`config.mk`:
```
export PLATFORM = sky130hd
export DESIGN_NAME = rjr_frame
export DESIGN_NICKNAME = d
export VERILOG_FILES = /design/src/rjr_pkg.sv /design/src/rjr_frame.sv
export SDC_FILE = /design/constraint.sdc
export NUM_CORES = 1
export LEC_CHECK = 0
export BUFFER_PORTS_ARGS = -buffer_cell sky130_fd_sc_hd__buf_2
export CORE_MARGIN = 3
export CORE_UTILIZATION = 61
export CTS_CLUSTER_SIZE = 10
export DETAILED_ROUTE_END_ITERATION = 8
export GPL_ROUTABILITY_DRIVEN = 0
export PLACE_DENSITY = 0.81
export REMOVE_ABC_BUFFERS = 1
export SLEW_MARGIN = 30
export SYNTH_ARGS = -nofsm -noshare
export SYNTH_HDL_FRONTEND = slang
export SYNTH_SLANG_ARGS = --single-unit
```
`constraint.sdc`:
```
create_clock -name clk -period 10.3 [get_ports clk]
set_clock_uncertainty 0.1 [all_clocks]
set_input_delay 1.03 -clock clk [delete_from_list [all_inputs] [get_ports clk]]
set_output_delay 1.03 -clock clk [all_outputs]
set_load 0.005 [all_outputs]
```
`src/rjr_pkg.sv`:
```
// Package with the shared types, constants and the JSON scanner step for the reassembler.
package rjr_pkg;

	localparam int MSG_BYTES = 1024;
	localparam int FRAG_MAX = 62;
	localparam int NEST_LIMIT = 16;
	localparam int ADDR_W = $clog2(MSG_BYTES);
	localparam int STORE_BYTES = 2 * MSG_BYTES;
	localparam int STORE_W = $clog2(STORE_BYTES);
	localparam int DEPTH_W = $clog2(NEST_LIMIT + 2);
	localparam int PREFIX_LEN = 9;

	localparam logic [7:0] REPORT_TYPE = 8'd2;
	localparam logic [7:0] CH_LBRACE = 8'h7B;
	localparam logic [7:0] CH_RBRACE = 8'h7D;
	localparam logic [7:0] CH_LBRACK = 8'h5B;
	localparam logic [7:0] CH_RBRACK = 8'h5D;
	localparam logic [7:0] CH_QUOTE = 8'h22;
	localparam logic [7:0] CH_BSLASH = 8'h5C;
	localparam logic [7:0] CH_NUL = 8'h00;
	localparam logic [7:0] CH_LF = 8'h0A;
	localparam logic [7:0] CH_CR = 8'h0D;
	localparam logic [7:0] CH_SPACE = 8'h20;
	localparam logic [7:0] CH_TAB = 8'h09;

	typedef enum logic {
		ACT_PUSH = 1'b0,
		ACT_READ = 1'b1
	} action_t;

	typedef enum logic {
		KIND_STATUS = 1'b0,
		KIND_READ = 1'b1
	} kind_t;

	typedef struct packed {
		logic action;
		logic [7:0] data_byte;
		logic report_last;
		logic [9:0] read_index;
	} in_t;

	typedef struct packed {
		logic result_kind;
		logic accepted;
		logic complete;
		logic [9:0] message_length;
		logic [7:0] read_byte;
	} out_t;

	typedef struct packed {
		logic started;
		logic in_str;
		logic esc;
		logic closed;
		logic trailing;
		logic [DEPTH_W-1:0] depth;
	} scan_t;

	typedef struct packed {
		scan_t s;
		logic ovf;
	} scan_res_t;

	typedef struct packed {
		logic we;
		logic [STORE_W-1:0] addr;
		logic [7:0] data;
	} wr_t;

	typedef struct packed {
		logic accepted;
		logic complete;
		logic [ADDR_W-1:0] length;
		logic in_range;
	} status_t;

	function automatic logic [7:0] prefix_byte(logic [3:0] i);
		logic [7:0] r;
		case (i)
			4'd0: r = 8'h7B;
			4'd1: r = 8'h22;
			4'd2: r = 8'h6D;
			4'd3: r = 8'h65;
			4'd4: r = 8'h74;
			4'd5: r = 8'h68;
			4'd6: r = 8'h6F;
			4'd7: r = 8'h64;
			4'd8: r = 8'h22;
			default: r = 8'h00;
		endcase
		return r;
	endfunction

	function automatic logic is_space(logic [7:0] c);
		return c == CH_NUL || c == CH_LF || c == CH_CR || c == CH_SPACE || c == CH_TAB;
	endfunction

	function automatic scan_res_t scan_step(scan_t s, logic [7:0] c);
		scan_res_t r;
		r.s = s;
		r.ovf = 1'b0;
		if (s.closed) begin
			if (!is_space(c))
				r.s.trailing = 1'b1;
		end else if (!s.started) begin
			if (c == CH_LBRACE) begin
				r.s.started = 1'b1;
				r.s.depth = DEPTH_W'(1);
			end
		end else if (s.in_str) begin
			if (s.esc)
				r.s.esc = 1'b0;
			else if (c == CH_BSLASH)
				r.s.esc = 1'b1;
			else if (c == CH_QUOTE)
				r.s.in_str = 1'b0;
		end else if (c == CH_QUOTE) begin
			r.s.in_str = 1'b1;
		end else if (c == CH_LBRACE || c == CH_LBRACK) begin
			r.s.depth = s.depth + DEPTH_W'(1);
			if (r.s.depth > DEPTH_W'(NEST_LIMIT))
				r.ovf = 1'b1;
		end else if (c == CH_RBRACE || c == CH_RBRACK) begin
			if (s.depth != '0)
				r.s.depth = s.depth - DEPTH_W'(1);
			if (r.s.depth == '0)
				r.s.closed = 1'b1;
		end
		return r;
	endfunction

endpackage

```
`src/rjr_frame.sv`:
```
// Report header parsing, incremental JSON scanning and message commit logic.
module rjr_frame
	import rjr_pkg::*;
(
	input logic clk,
	input logic arst_n,
	input logic cfg_we,
	input logic [7:0] cfg_data,
	input logic push,
	input logic [7:0] data_byte,
	input logic report_last,
	input logic [9:0] read_index,
	output wr_t wr,
	output logic [STORE_W-1:0] raddr,
	output status_t status
);

	logic [7:0] report_id_q;
	logic [1:0] pos_q, pos_n;
	logic [7:0] hdr0_q, hdr0_n, hdr1_q, hdr1_n;
	logic bad_q, bad_n;
	logic [7:0] fs_q, fs_n, wc_q, wc_n;
	logic [3:0] prog_q, prog_n;
	scan_t work_q, work_n, fresh_q, fresh_n, cscan_q, cscan_n;
	logic wbad_q, wbad_n, fbad_q, fbad_n;
	logic [ADDR_W-1:0] count_q, count_n;
	logic [STORE_W-1:0] start_q, start_n;

	logic strip, feed, restart, sbad;
	logic [7:0] rtype, plen;
	logic [ADDR_W-1:0] base;
	scan_t sc;
	scan_res_t wres, fres;

	always_comb begin
		pos_n = pos_q;
		hdr0_n = hdr0_q;
		hdr1_n = hdr1_q;
		bad_n = bad_q;
		fs_n = fs_q;
		wc_n = wc_q;
		prog_n = prog_q;
		work_n = work_q;
		fresh_n = fresh_q;
		wbad_n = wbad_q;
		fbad_n = fbad_q;
		cscan_n = cscan_q;
		count_n = count_q;
		start_n = start_q;
		wr = '0;
		feed = 1'b0;
		strip = 1'b0;
		rtype = '0;
		plen = '0;
		restart = 1'b0;
		sbad = 1'b0;
		base = '0;
		sc = '0;
		wres = scan_step(work_q, data_byte);
		fres = scan_step(fresh_q, data_byte);
		status.accepted = 1'b0;
		status.complete = 1'b0;
		status.length = count_q;
		status.in_range = ADDR_W'(read_index) < count_q;
		raddr = start_q + STORE_W'(read_index);
		if (push) begin
			case (pos_q)
				2'd0: hdr0_n = data_byte;
				2'd1: hdr1_n = data_byte;
				2'd2: begin
					strip = hdr0_q == report_id_q;
					rtype = strip ? hdr1_q : hdr0_q;
					plen = strip ? data_byte : hdr1_q;
					bad_n = rtype != REPORT_TYPE || plen > 8'(FRAG_MAX);
					fs_n = bad_n ? 8'd0 : plen;
					feed = !strip && !bad_n;
				end
				default: feed = !bad_q;
			endcase
			if (feed && wc_q < fs_n) begin
				wr.we = 1'b1;
				wr.addr = start_q + STORE_W'(count_q) + STORE_W'(wc_q);
				wr.data = data_byte;
				if (wc_q < 8'(PREFIX_LEN) && prog_q == wc_q[3:0]
						&& data_byte == prefix_byte(wc_q[3:0]))
					prog_n = prog_q + 4'd1;
				if (!wbad_q) begin
					work_n = wres.s;
					wbad_n = wres.ovf;
				end
				if (!fbad_q) begin
					fresh_n = fres.s;
					fbad_n = fres.ovf;
				end
				wc_n = wc_q + 8'd1;
			end
			if (!report_last) begin
				pos_n = (pos_q == 2'd3) ? pos_q : pos_q + 2'd1;
			end else begin
				if (pos_q == 2'd1) begin
					status.accepted = hdr0_q == REPORT_TYPE && data_byte == 8'd0;
					status.complete = status.accepted && cscan_q.closed && !cscan_q.trailing;
				end else if (pos_q != 2'd0 && !(bad_n || wc_n < fs_n)) begin
					restart = prog_n == 4'(PREFIX_LEN) && count_q != '0;
					base = restart ? '0 : count_q;
					sc = restart ? fresh_n : work_n;
					sbad = restart ? fbad_n : wbad_n;
					if ((ADDR_W + 1)'(base) + (ADDR_W + 1)'(fs_n) >= (ADDR_W + 1)'(MSG_BYTES)
							|| sbad) begin
						count_n = '0;
						cscan_n = '0;
					end else begin
						if (restart)
							start_n = start_q + STORE_W'(count_q);
						count_n = base + ADDR_W'(fs_n);
						cscan_n = sc;
						status.accepted = 1'b1;
						status.complete = sc.closed && !sc.trailing;
					end
				end
				status.length = count_n;
				pos_n = '0;
				bad_n = 1'b0;
				fs_n = '0;
				wc_n = '0;
				prog_n = '0;
				work_n = cscan_n;
				wbad_n = 1'b0;
				fresh_n = '0;
				fbad_n = 1'b0;
			end
		end
	end

	always_ff @(posedge clk or negedge arst_n) begin
		if (!arst_n) begin
			report_id_q <= 8'd1;
			pos_q <= '0;
			hdr0_q <= '0;
			hdr1_q <= '0;
			bad_q <= 1'b0;
			fs_q <= '0;
			wc_q <= '0;
			prog_q <= '0;
			work_q <= '0;
			fresh_q <= '0;
			wbad_q <= 1'b0;
			fbad_q <= 1'b0;
			cscan_q <= '0;
			count_q <= '0;
			start_q <= '0;
		end else begin
			if (cfg_we)
				report_id_q <= cfg_data;
			pos_q <= pos_n;
			hdr0_q <= hdr0_n;
			hdr1_q <= hdr1_n;
			bad_q <= bad_n;
			fs_q <= fs_n;
			wc_q <= wc_n;
			prog_q <= prog_n;
			work_q <= work_n;
			fresh_q <= fresh_n;
			wbad_q <= wbad_n;
			fbad_q <= fbad_n;
			cscan_q <= cscan_n;
			count_q <= count_n;
			start_q <= start_n;
		end
	end

endmodule

```
==> impl_metrics.yaml <==
sta:
  slew_violations: 0
  setup_viol: 0
  max-slew-margin-rel_pct: 41.69
  min_period_over_period_pct: 94.30
  timing.setup.tns_ns: 0
  rsz0062_at_grt: "false"
  worst_pin_slew_ns: 0.8503
  min_period_ns: 9.712
  fin_ws_ns: 0.5875
  timing.fmax_mhz: 103.0
  final_hold_viol_count: 0
power:
  p_leak_uw: 0.004270
  max-vdd-ir-drop_uv: 98.39
  power_density_nw_per_um2: 127.8
clocking:
  cts-hold-fix-buffers: 0
  cts_max_level: 3
  cts_setup_buffers: 0
  cts_sinks: 100
  cts_tree: "done"
  cts-buffers-inserted: 9
  worstSkewPairLatency_ns: 0.36
  cts_max_path_buffers: 2
  cts_resized: 0
  cts-root-buf: "clkbuf_16"
  clk_pin_slew_ns: 0.07
synth:
  async_reset_ff_share_pct: 100.0
  synth_ff_type: "dfrtp_1"
  synth_top_area_share_pct: 29.02
  yosys-top-cells-area: "dfrtp_1 (29%), ha_1 (11%), a21oi_1 (4.5%)"
  synth_area_um2: 8537
  yosys_warnings: 0
  synth-seq-cells: 100
  ys_types: 75
  synth_edf_count: 0
  synth_area_leader_cell: "dfrtp_1"
  syn-instance-count: 999
  synth_most_common_cell: "dfrtp_1"
  synth_seq_area_share_pct: 29.33
  synthTopCellsByCount: "dfrtp_1 (99), a21oi_1 (77), nor2_1 (76)"
  synth.avg_cell_area_um2: 8.545
layout:
  utilization_pct: 69.16
  seq_area_um2: 2504
  num-nets-final: 1155
  stdcell_area_um2: 9304
  multi_input_area_um2: 5617
  antennaDiodeCount: 0
  final_layout_size_suffix_gt1_share_pct: 13.99
  syn2layout_area_growth_pct: 8.984
  nFillCells: 1108
detailed_routing:
  drc_errors: 0
  drt_iter0_drc: 864
  vias: 8216
  first_pass_iters: 5
  wire_per_inst_um: 20.62
  vias_per_cell: 6.696
  wirelength_um: 25300
  postRouteAntennaNets: 0
grt:
  antenna_found_initial: 0
  track_usage_pct: 32.04
  grt-ovfl-total: 0
  grt_pass1_vias: 7812
  grt_max_degree: 80
  grt_pass1_wl_um: 40680
worst_setup_path:
  cp.arrival_ns: 8.58
  critPathMaxFanout: 17
  crit_slowest_cell: "a2111oi_0"
  setup.worst_path.end_class: "output port"
  cpPeakStageDelay_ns: 0.65
  rrSetupSlack_ns: 2.03
  start_kind: "flop"
  crit_top_cell: "a21oi_1"
  crit_required_ns: 9.17
  worstPathCellList: "xnor2_1 -> nand4_1 -> nor2_1 -> mux2i_1 -> a21oi_1 -> a21oi_1 -> ha_1 -> a2111oi_0 -> o31ai_2 -> a2111oi_4 -> mux2i_1 -> and2_1 -> ha_1 -> fa_1 -> a21o_1 -> a21oi_1 -> o21ai_0 -> o41ai_2 -> nor3_1 -> a211oi_1 -> nand2_1 -> a21oi_4 -> or2_2 -> buf_2"
  critPathKind: "reg -> out"
worst_hold_path:
  hold_class: "reg -> reg"
die:
  die_w_um: 124.3
  dieArea_um2: 15450
  die_h_um: 124.3
  rows: 42
  start_util_pct: 63.46
  pin_count: 75
  coreArea_um2: 13450
placed_design:
  dpl-instance-area_um2: 9007
  io_buffers: 74
  hpwl_um: 18560
  pre_cts_slack_ns: 0.9626
status:
  status: "finished, final reports clean"
run:
  drv_cap: 0
==> state kept, by name, summed over array words and instances (netlist names) <==
name         count
hdr0_q           8
cscan_q         10
report_id_q      8
start_q         11
count_q         10
prog_q           4
fbad_q           1
fresh_q         10
bad_q            1
hdr1_q           8
wc_q             8
wbad_q           1
fs_q             8
work_q          10
pos_q            2
==> cell usage in the layout (no fill, tap or decap), types with 8 or more instances in the layout <==
master | netlist | final
a211oi_1 | 9 | 9
a21o_1 | 16 | 16
a21oi_1 | 77 | 76
a22o_1 | 24 | 24
a31oi_1 | 10 | 10
and3_1 | 16 | 16
buf_2 | 2 | 73
buf_4 | 0 | 8
clkbuf_16 | 0 | 9
dfrtp_1 | 99 | 99
ha_1 | 74 | 74
inv_1 | 63 | 63
mux2_1 | 8 | 8
mux2_2 | 31 | 31
nand2_1 | 70 | 70
nand2b_1 | 13 | 13
nand3_1 | 25 | 25
nand4_1 | 12 | 12
nor2_1 | 76 | 75
nor2b_1 | 15 | 15
nor3_1 | 25 | 25
nor4_1 | 11 | 11
o21a_1 | 14 | 14
o21ai_0 | 61 | 61
o22ai_1 | 11 | 11
o2bb2ai_1 | 11 | 11
xnor2_1 | 34 | 34
xor2_1 | 11 | 11
==> power breakdown <==
part           leakage [uW]  internal (uW)  switching [uW]
sequential          0.00128            457            72.6
clock              0.000143            188             156
combinational       0.00285            134             182
==> area by class of cell <==
cell class                      instances  area share (%)
Multi-Input combinational cell        789           60.37
Sequential cell                       100           26.91
Timing Repair Buffer                   82           4.693
Inverter                               64           2.582
Clock buffer                           11           2.501
Tap cell                              176           2.367
Clock inverter                          5          0.5783
==> worst paths after layout <==
| check | start | endpoint | cells past startpoint |
|---|---|---|---|
| min in group asynchronous | arst_n | start_q[1] | 1 |
| worst min register to register | fs_q[6] | fs_q[6] | 1 |
| max in group asynchronous | arst_n | fs_q[3] | 2 |
| worst max register to register | report_id_q[0] | count_q[2] | 23 |
| worst max-delay path | report_id_q[0] | status[12] | 24 |
| worst min-delay path | fs_q[6] | fs_q[6] | 1 |
==> worst max-delay path, delay by kind of cell (launching register included) <==
kind,cells,cell delay [ns]
AOI/OAI and AO/OA,11,3.88
xor gates and xnor gates,1,0.13
adders and majority gates,3,0.96
buffers and inverters,1,0.12
DFF,1,0.54
muxes,2,0.96
and+or+nand+nor,6,1.62
==> kinds of logic after synthesis <==
| logic type | synth area share [%] |
|---|---|
| AOI/OAI and AO/OA | 25.03 |
| xor gates and xnor gates | 4.617 |
| adders and majority gates | 11.78 |
| buffers and inverters | 5.042 |
| DFF | 29.33 |
| muxes | 5.965 |
| and+or+nand+nor | 18.23 |
==> layer usage <==
layer	track usage (%)	part of all wire [%]
met1	43.67	42
met2	50.03	46
met3	7.247	8.9
met4	11.86	3.4
met5	0	0
==> through the flow <==
stage,hold slack (ns),cells,power (uW)
after global routing,0.4033,1227,1248
after floorplan,0.3448,953,733.4
final,0.3841,1227,1189
after global placement,0.3631,1211,830.6
after detailed placement,0.3662,1211,842.9
after CTS,0.3841,1227,1183
No activity file was read; power rests on OpenSTA's default activity.
